[config.mk]
export PLATFORM = sky130hd
export DESIGN_NAME = pcms_ctrl
export DESIGN_NICKNAME = d
export VERILOG_FILES = /design/src/pcms_pkg.sv /design/src/pcms_ctrl.sv
export VERILOG_INCLUDE_DIRS = /design/src /design/src/src
export SDC_FILE = /design/constraint.sdc
export NUM_CORES = 1
export LEC_CHECK = 0
export BUFFER_PORTS_ARGS = -buffer_cell sky130_fd_sc_hd__buf_2
export CORE_AREA = 2 2 39 41
export DETAILED_ROUTE_END_ITERATION = 6
export DIE_AREA = 0 0 41 43
export PLACE_DENSITY = 0.57
export SYNTH_ARGS = -nofsm -noshare
export SYNTH_HDL_FRONTEND = slang
export SYNTH_SLANG_ARGS = --single-unit
[constraint.sdc]
create_clock -name clk -period 2.6 [get_ports clk]
set_input_delay 0.39 -clock clk [delete_from_list [all_inputs] [get_ports clk]]
set_output_delay 0.39 -clock clk [all_outputs]
set_load 0.01 [all_outputs]
[src/per_class_median_selector_assert.svh]
// Assertion macros used by the per-class median selector controller.
// Expects signals named clk and rst_n in the including module.
`ifndef PER_CLASS_MEDIAN_SELECTOR_ASSERT_SVH
`define PER_CLASS_MEDIAN_SELECTOR_ASSERT_SVH
`ifndef SYNTHESIS
`define PCMS_ASSERT_IMP(label, ante, cons) \
  label: assert property (@(posedge clk) disable iff (!rst_n) (ante) |-> (cons)) \
    else $error("pcms assertion failed");
`define PCMS_ASSERT_NXT(label, ante, cons) \
  label: assert property (@(posedge clk) disable iff (!rst_n) (ante) |=> (cons)) \
    else $error("pcms assertion failed");
`else
`define PCMS_ASSERT_IMP(label, ante, cons)
`define PCMS_ASSERT_NXT(label, ante, cons)
`endif
`endif

[src/pcms_pkg.sv]
// Package for the per-class median selector: sizes, class codes and the
// command and status structs between controller and datapath. No dependencies.
`timescale 1ns / 1ps
package pcms_pkg;
  localparam int MAX_SAMPLES = 4096;
  localparam int NUM_CLASSES = 3;
  localparam int SMP_W = 24;
  localparam int CLS_W = 2;
  localparam int CNT_W = $clog2(MAX_SAMPLES + 1);
  localparam int IDX_W = $clog2(MAX_SAMPLES);
  localparam int BIT_W = $clog2(SMP_W);
  localparam int ADDR_W = CLS_W + IDX_W;
  localparam int MEM_DEPTH = NUM_CLASSES * MAX_SAMPLES;

  localparam logic [CLS_W-1:0] CLS_AUTO = 2'd0;
  localparam logic [CLS_W-1:0] CLS_LAST = 2'd2;

  typedef struct packed {
    logic load;
    logic first;
    logic start;
    logic scan_issue;
    logic bit_step;
    logic next_class;
    logic clear;
  } pcms_cmd_t;

  typedef struct packed {
    logic empty;
    logic scan_end;
    logic bit_zero;
    logic cls_last;
  } pcms_stat_t;
endpackage

[src/pcms_ctrl.sv]
// Controller state machine: load, per-bit scans, and result hand-off.
// Depends on pcms_pkg and the assertion macro header.
`timescale 1ns / 1ps
`include "per_class_median_selector_assert.svh"
module pcms_ctrl (
  input  logic                  clk,
  input  logic                  rst_n,
  input  logic                  in_valid,
  input  logic                  in_last,
  output logic                  in_ready,
  output logic                  out_valid,
  input  logic                  out_ready,
  output pcms_pkg::pcms_cmd_t   cmd,
  input  pcms_pkg::pcms_stat_t  st
);
  import pcms_pkg::*;

  typedef enum logic [2:0] {S_LOAD, S_START, S_SCAN, S_DRAIN, S_STEP, S_EMIT} state_t;
  state_t state_r, state_nxt;
  logic in_fire, out_fire;

  assign in_ready = (state_r == S_LOAD);
  assign out_valid = (state_r == S_EMIT);
  assign in_fire = in_valid && in_ready;
  assign out_fire = out_valid && out_ready;

  always_comb begin
    cmd = '0;
    state_nxt = state_r;
    unique case (state_r)
      S_LOAD: begin
        cmd.load = in_fire;
        if (in_fire && in_last) begin
          cmd.first = 1'b1;
          state_nxt = S_START;
        end
      end
      S_START: begin
        cmd.start = 1'b1;
        state_nxt = st.empty ? S_EMIT : S_SCAN;
      end
      S_SCAN: begin
        cmd.scan_issue = 1'b1;
        if (st.scan_end) begin
          state_nxt = S_DRAIN;
        end
      end
      S_DRAIN: begin
        state_nxt = S_STEP;
      end
      S_STEP: begin
        cmd.bit_step = 1'b1;
        state_nxt = st.bit_zero ? S_EMIT : S_SCAN;
      end
      S_EMIT: begin
        if (out_fire) begin
          if (st.cls_last) begin
            cmd.clear = 1'b1;
            state_nxt = S_LOAD;
          end else begin
            cmd.next_class = 1'b1;
            state_nxt = S_START;
          end
        end
      end
      default: state_nxt = S_LOAD;
    endcase
  end

  always_ff @(posedge clk) begin
    if (!rst_n) begin
      state_r <= S_LOAD;
    end else begin
      state_r <= state_nxt;
    end
  end

  `PCMS_ASSERT_IMP(a_no_overlap, out_valid, !in_ready)
  `PCMS_ASSERT_NXT(a_back_to_load, out_fire && st.cls_last, in_ready)
  `PCMS_ASSERT_NXT(a_last_starts, in_fire && in_last, !in_ready && !out_valid)
endmodule

==> impl_metrics.yaml, run 1 <==
power_and_ir_drop:
  clock_power_share_pct: 25.5
  combinationalPowerShare_pct: 44.1
  power_frac_seq_pct: 30.3
  cellLeakagePower_uw: 0.0002119
  p_sw_share_pct: 39.17
  total_switching_power_uw: 123.0
  int_pwr_uw: 191.1
  worst_ir_drop_vdd_v: 0.0003068
  power_per_cell_area_nw_per_um2: 719.3
logic_synthesis:
  synth.most_common_cell: "a21oi_1"
  syn-num-nets: 51
  syn-cell-area_um2: 335.3
  ys.warnings.count: 0
  number_of_enable_type_register_cells_in_the_synthesized_netlist: 0
  synth_area_leaders: "dfxtp_1, buf_6, a21oi_1"
  synth-async-reset-ratio_pct: 0
  synth.lib_cells_used.distinct: 26
  library_cell_with_the_largest_summed_area_after_synthesis: "dfxtp_1"
  synth_top_cells_by_count: "a21oi_1, dfxtp_1, nand2_1, nor2b_1"
  synth_top_cell_area_share_pct: 17.91
  synth_flop_cell: "dfxtp_1"
  synthesis.instances: 42
  yosysSeqAreaShare_pct: 17.91
  synth.avg_cell_area_um2: 7.984
  synth.ff_latch_count: 3
routing:
  dr.pass1.iters: 3
  routed_wirelength_um: 771
  drt_iter0_markers: 6
  drc: 0
  vias: 341
  antenna_violating_nets_post_route: 0
  avgViaCountPerCell: 4.487
  route.detailed.wl_per_inst_um: 10.14
global_route:
  grt_max_degree: 17
  grt_pass1_wl_um: 1166
  antenna_found_initial: 0
  gr-total-overflow: 0
  track_usage_pct: 10.02
  first_global_vias: 275
clock_network:
  tritoncts: "built"
  cts_htree_levels: 1
  post_cts_setup_buffer_count: 0
  cts.root.buffer_cell: "clkbuf_4"
  worst_skew_pair.late_latency_ns: 0.23
  cts_sinks: 3
  hold_buffers: 0
  tritoncts.num_buffers: 3
  cts.reportedPaths.clkPinSlew_ns: 0.04
  cts_resized: 0
  clock_path_buffers: 2
worst_setup_path:
  worstSetupEndpointType: "output pin"
  startpoint_kind_of_the_worst_setup_timing_path: "flip-flop"
  critical_path_class: "reg2out"
  worstPathMaxFanout: 13
  worstPathArrival_ns: 1.54
  worst_ep_required_time_ns: 2.21
  r2r_cells: 3
  setup.reg_to_reg.worst_slack_ns: 1.27
  regToRegStartpoint: "state_r[1]"
  critical_path.reg2reg.endpoint: "state_r[0]"
layout:
  registers.top_by_ff_count: "state_r"
  largest_register_ffs: 3
  antenna-diode-count: 0
  final.fill_count: 153
  final_layout_size_suffix_gt1_share_pct: 45.00
  area_delta_synth_final_pct: 30.22
  num-nets-final: 70
  largestRegisters: "state_r x3"
floorplanning:
  initial_util_pct: 24.23
  ios: 18
  floorplan.rows: 14
  coreArea_um2: 1384
  die_x_um: 41
  die-area_um2: 1763
  die_y_um: 43
hold_path:
  timing.hold.worst_path_depth: 2
  worst_hold_startpoint: "rst_n"
  whs_endpoint: "state_r[0]"
  worstHoldPathType: "in2reg"
placed_design:
  dpl_worst_slack_ns: 0.9228
  globalplace.congestion: 0.8116
  buffer_ports.inserted: 17
sta:
  least_setup_slack_across_all_paths_after_layout_ns: 0.6681
  grt_setup_unrepaired: "false"
  tightest_slew_ns: 0.4728
  timing.slew.headroom_pct: 68.44
  max_clock_freq_mhz: 517.6
  final_skew_ns: 0.001029
  final_number_of_max_transition_violations: 0
  setup-violations-final: 0
  hold_slack_ns: 0.4143
  timing_hold_violations_final: 0
  final.period_utilization_pct: 74.30
  setup_tns_ns: 0
  post-route-min-period_ns: 1.932
status:
  run_status: "completed"
run:
  max_cap_viol_count: 0
-- power groups by stage --
| stage | logic [µW] | registers [µW] | clock network [µW] |
|---|---|---|---|
| global placement | 139 | 94.5 | 0 |
| global route | 154 | 101 | 93.0 |
| floorplan | 137 | 69.7 | 0 |
| CTS | 140 | 95.1 | 85.1 |
| detailed placement | 140 | 95.9 | 0 |
| finish | 139 | 95.3 | 80.2 |
-- worst max-delay path by stage --
stage | start | end | slack, ns | cells past startpoint
2_1_floorplan | state_r[2] | cmd[5] | 1.12 | 3
3_3_place_gp | state_r[2] | cmd[0] | 0.95 | 4
3_5_place_dp | state_r[2] | cmd[0] | 0.92 | 4
4_1_cts | state_r[2] | cmd[0] | 0.65 | 4
5_1_grt | state_r[2] | cmd[0] | 0.50 | 4
6_report | state_r[2] | cmd[0] | 0.67 | 4
-- worst max-delay path, cell delays in order, from the launching register on --
cell and delay, ns:
dfxtp_1 0.55, nor2b_1 0.30, and2_2 0.19, and3_1 0.15, buf_2 0.12
-- cell families (layout without fill, tap and decap cells) --
group	after synthesis	after routing	share of synthesized area (%)
buffers and inverters	4	22	10.07
AND/OR/NAND/NOR	23	23	44.40
flip-flops	3	3	17.91
AO/OA/AOI/OAI	12	12	27.61
-- per-layer routing --
| metal | up-vias | global-route usage [%] | wire length (µm) |
|---|---|---|---|
| li1 | 187 | - | - |
| met4 | 0 | 8.000 | 0 |
| met2 | 12 | 11.88 | 328 |
| met3 | 0 | 3.141 | 60 |
| met5 | - | 0 | 0 |
| met1 | 142 | 14.06 | 382 |
-- area by class of cell --
cell class / count / area [µm²] / area share [%]
multi-input combinational: 35 / 241.5 / 55.30
timing repair buffer: 17 / 85.08 / 19.48
sequential: 3 / 60.06 / 13.75
clock buffer: 4 / 26.28 / 6.017
tap: 16 / 20.02 / 4.585
inverter: 1 / 3.754 / 0.8596
-- layout by cell type (no fill, tap or decap) --
cell type	synthesis	layout
nor3_1	1	1
nand3b_1	2	2
nand2_1	3	3
nand4b_1	1	1
and2_2	1	1
o311a_1	1	1
o21ai_1	2	2
nor3b_1	2	2
clkbuf_4	0	3
buf_2	0	17
o211ai_1	1	1
a311oi_2	1	1
and2_1	1	1
and3_1	2	2
a211o_2	1	1
inv_1	1	1
a211oi_2	1	1
nor2_1	1	1
and2b_2	2	2
a21oi_1	4	4
nor2b_1	3	3
and3b_2	1	1
o21bai_1	1	1
nand3_1	1	1
clkbuf_1	0	1
nand2b_1	2	2
dfxtp_1	3	3
-- metrics by stage --
step	instances	cell area, µm²	power (µW)	util [%]
floorplan	42	335.3	206.9	-
global placement	72	410.4	233.8	29.66
detailed placement	72	410.4	235.4	29.66
CTS	76	436.7	320.2	31.56
global route	76	436.7	347.8	31.56
finish	76	436.7	314.1	31.56
(Power assumes the default switching activity.)
==> run 2, diff against run 1 <==
==> constraint.sdc (replaced) <==
create_clock -name clk -period 1.8 [get_ports clk]
set_input_delay 0.27 -clock clk [delete_from_list [all_inputs] [get_ports clk]]
set_output_delay 0.27 -clock clk [all_outputs]
set_load 0.01 [all_outputs]
==> run 2 against run 1 <==
Net effect:
- sequential power increased by 20%
- power increased by 51%
- critical path depth unchanged
- utilization increased by 1.1 points
- combinational power increased by 73%
- sequential share of layout area decreased by 0.46 points
- cell count increased by 2.6%
- via count increased by 8.8%
- die area unchanged
- global-route usage decreased by 0.69 points
- non-clock buffer count increased by 2
- flip-flop and latch count unchanged
- critical path type unchanged
- largest cell class unchanged
==> impl_metrics.yaml, run 2 (synthesis gave the netlist of run 1 again) <==
sta:
  post-route-min-period_ns: 1.644
  timing.slew.headroom_pct: 67.48
  final_number_of_max_transition_violations: 0
  least_setup_slack_across_all_paths_after_layout_ns: 0.1562
  tightest_slew_ns: 0.4871
  timing_hold_violations_final: 0
  grt_setup_unrepaired: "false"
  final.period_utilization_pct: 91.32
  setup_tns_ns: 0
  setup-violations-final: 0
  final_skew_ns: 0.0007806
  max_clock_freq_mhz: 608.3
power_and_ir_drop:
  p_sw_share_pct: 39.04
  power_per_cell_area_nw_per_um2: 1048
  total_switching_power_uw: 184.8
  total_power_uw: 473.4
  cellLeakagePower_uw: 0.0002225
  int_pwr_uw: 288.6
  worst_ir_drop_vdd_v: 0.0004623
  combinationalPowerShare_pct: 50.6
  power_frac_seq_pct: 24.2
  clock_power_share_pct: 25.2
worst_setup_path:
  startpoint_kind_of_the_worst_setup_timing_path: "flip-flop"
  worstPathArrival_ns: 1.37
  worstSetupEndpointType: "output pin"
  worstPathMaxFanout: 6
  worst_ep_required_time_ns: 1.53
  critical_path_class: "reg2out"
global_route:
  antenna_found_initial: 0
  first_global_vias: 287
  grt_pass1_wl_um: 1110
  gr-total-overflow: 0
  grt_max_degree: 17
  track_usage_pct: 9.328
layout:
  registers.top_by_ff_count: "state_r"
  antenna-diode-count: 0
  mostFrequentLayoutCells: "buf_2, a21oi_1"
  most_common_cell_after_layout_fill_and_taps_aside: "buf_2"
  final_layout_size_suffix_gt1_share_pct: 46.77
  layout.cell_area.non_filler_um2: 451.7
  num-nets-final: 72
  final.fill_count: 154
  largestRegisters: "state_r x3"
  area_delta_synth_final_pct: 34.70
  largest_register_ffs: 3
  final-seq-area_um2: 60.06
  multi_input_area_um2: 241.5
run:
  max_cap_viol_count: 0
floorplanning:
  floorplan.rows: 14
  die_y_um: 43
  die_x_um: 41
  coreArea_um2: 1384
  ios: 18
  die-area_um2: 1763
  initial_util_pct: 24.23
routing:
  routed_wirelength_um: 782
  drc: 0
  route.detailed.wl_per_inst_um: 10.03
  dr.pass1.iters: 2
  vias: 371
  drt_iter0_markers: 5
  avgViaCountPerCell: 4.756
  antenna_violating_nets_post_route: 0
clock_network:
  tritoncts: "built"
  cts_sinks: 3
  tritoncts.num_buffers: 3
  cts_resized: 0
  hold_buffers: 0
  post_cts_setup_buffer_count: 0
  cts_htree_levels: 1
  cts.root.buffer_cell: "clkbuf_4"
  worst_skew_pair.late_latency_ns: 0.23
  cts.reportedPaths.clkPinSlew_ns: 0.04
  clock_path_buffers: 2
hold_path:
  worstHoldPathType: "in2reg"
placed_design:
  dpl-instance-area_um2: 425.4
  globalplace.congestion: 0.7741
  dp.final_hpwl_um: 590.7
  dpl_worst_slack_ns: 0.4150
  buffer_ports.inserted: 17
status:
  run_status: "completed"
-- run 2: cell count changes in the layout (fill, tap and decap cells not counted) --
cell,previous run,this run
buf_4,0,2
-- run 2: layout make-up --
cell class	count	area share [%]
multi-input cells	35	53.46
flip-flops and latches	3	13.30
inverters	1	0.8310
clock buffers	4	5.817
well taps	16	4.432
repair buffers	19	22.16
-- run 2: path summary, 6_finish.rpt --
path	from	endpoint	slack [ns]	cells after the start
worst max-delay path	state_r[2]	cmd[0]	0.16	4
worst min-delay path	rst_n	state_r[0]	0.29	2
worst max register to register	state_r[0]	state_r[1]	0.59	3
worst min register to register	state_r[1]	state_r[2]	0.62	3
-- run 2: metrics by stage --
stage / hold slack (ns) / util, % / instances
2_1_floorplan: 0.4012 / - / 42
3_3_place_gp: 0.5422 / 30.74 / 74
3_5_place_dp: 0.5333 / 30.74 / 74
4_1_cts: 0.2817 / 32.64 / 78
5_1_grt: 0.2952 / 32.64 / 78
6_report: 0.2920 / 32.64 / 78
-- run 2: worst max-delay path: stages (launching register included) --
cell	delay [ns]
dfxtp_1	0.39
nor2b_1	0.29
and2_2	0.20
and3_1	0.15
buf_2	0.12
-- run 2: power groups by stage --
stage	Sequential [µW]	Clock (µW)	Combinational, µW
floorplan	101	0	198
global placement	113	0	243
detailed placement	113	0	241
CTS	113	126	241
global route	117	129	264
finish	114	119	240
-- run 2: per-layer routing --
metal / track usage (%) / up-vias / routed length [µm]
met4: 6.000 / 0 / 17
met5: 0 / - / 0
met1: 13.78 / 162 / 400
met3: 1.571 / 2 / 57
li1: - / 191 / -
met2: 11.88 / 16 / 306
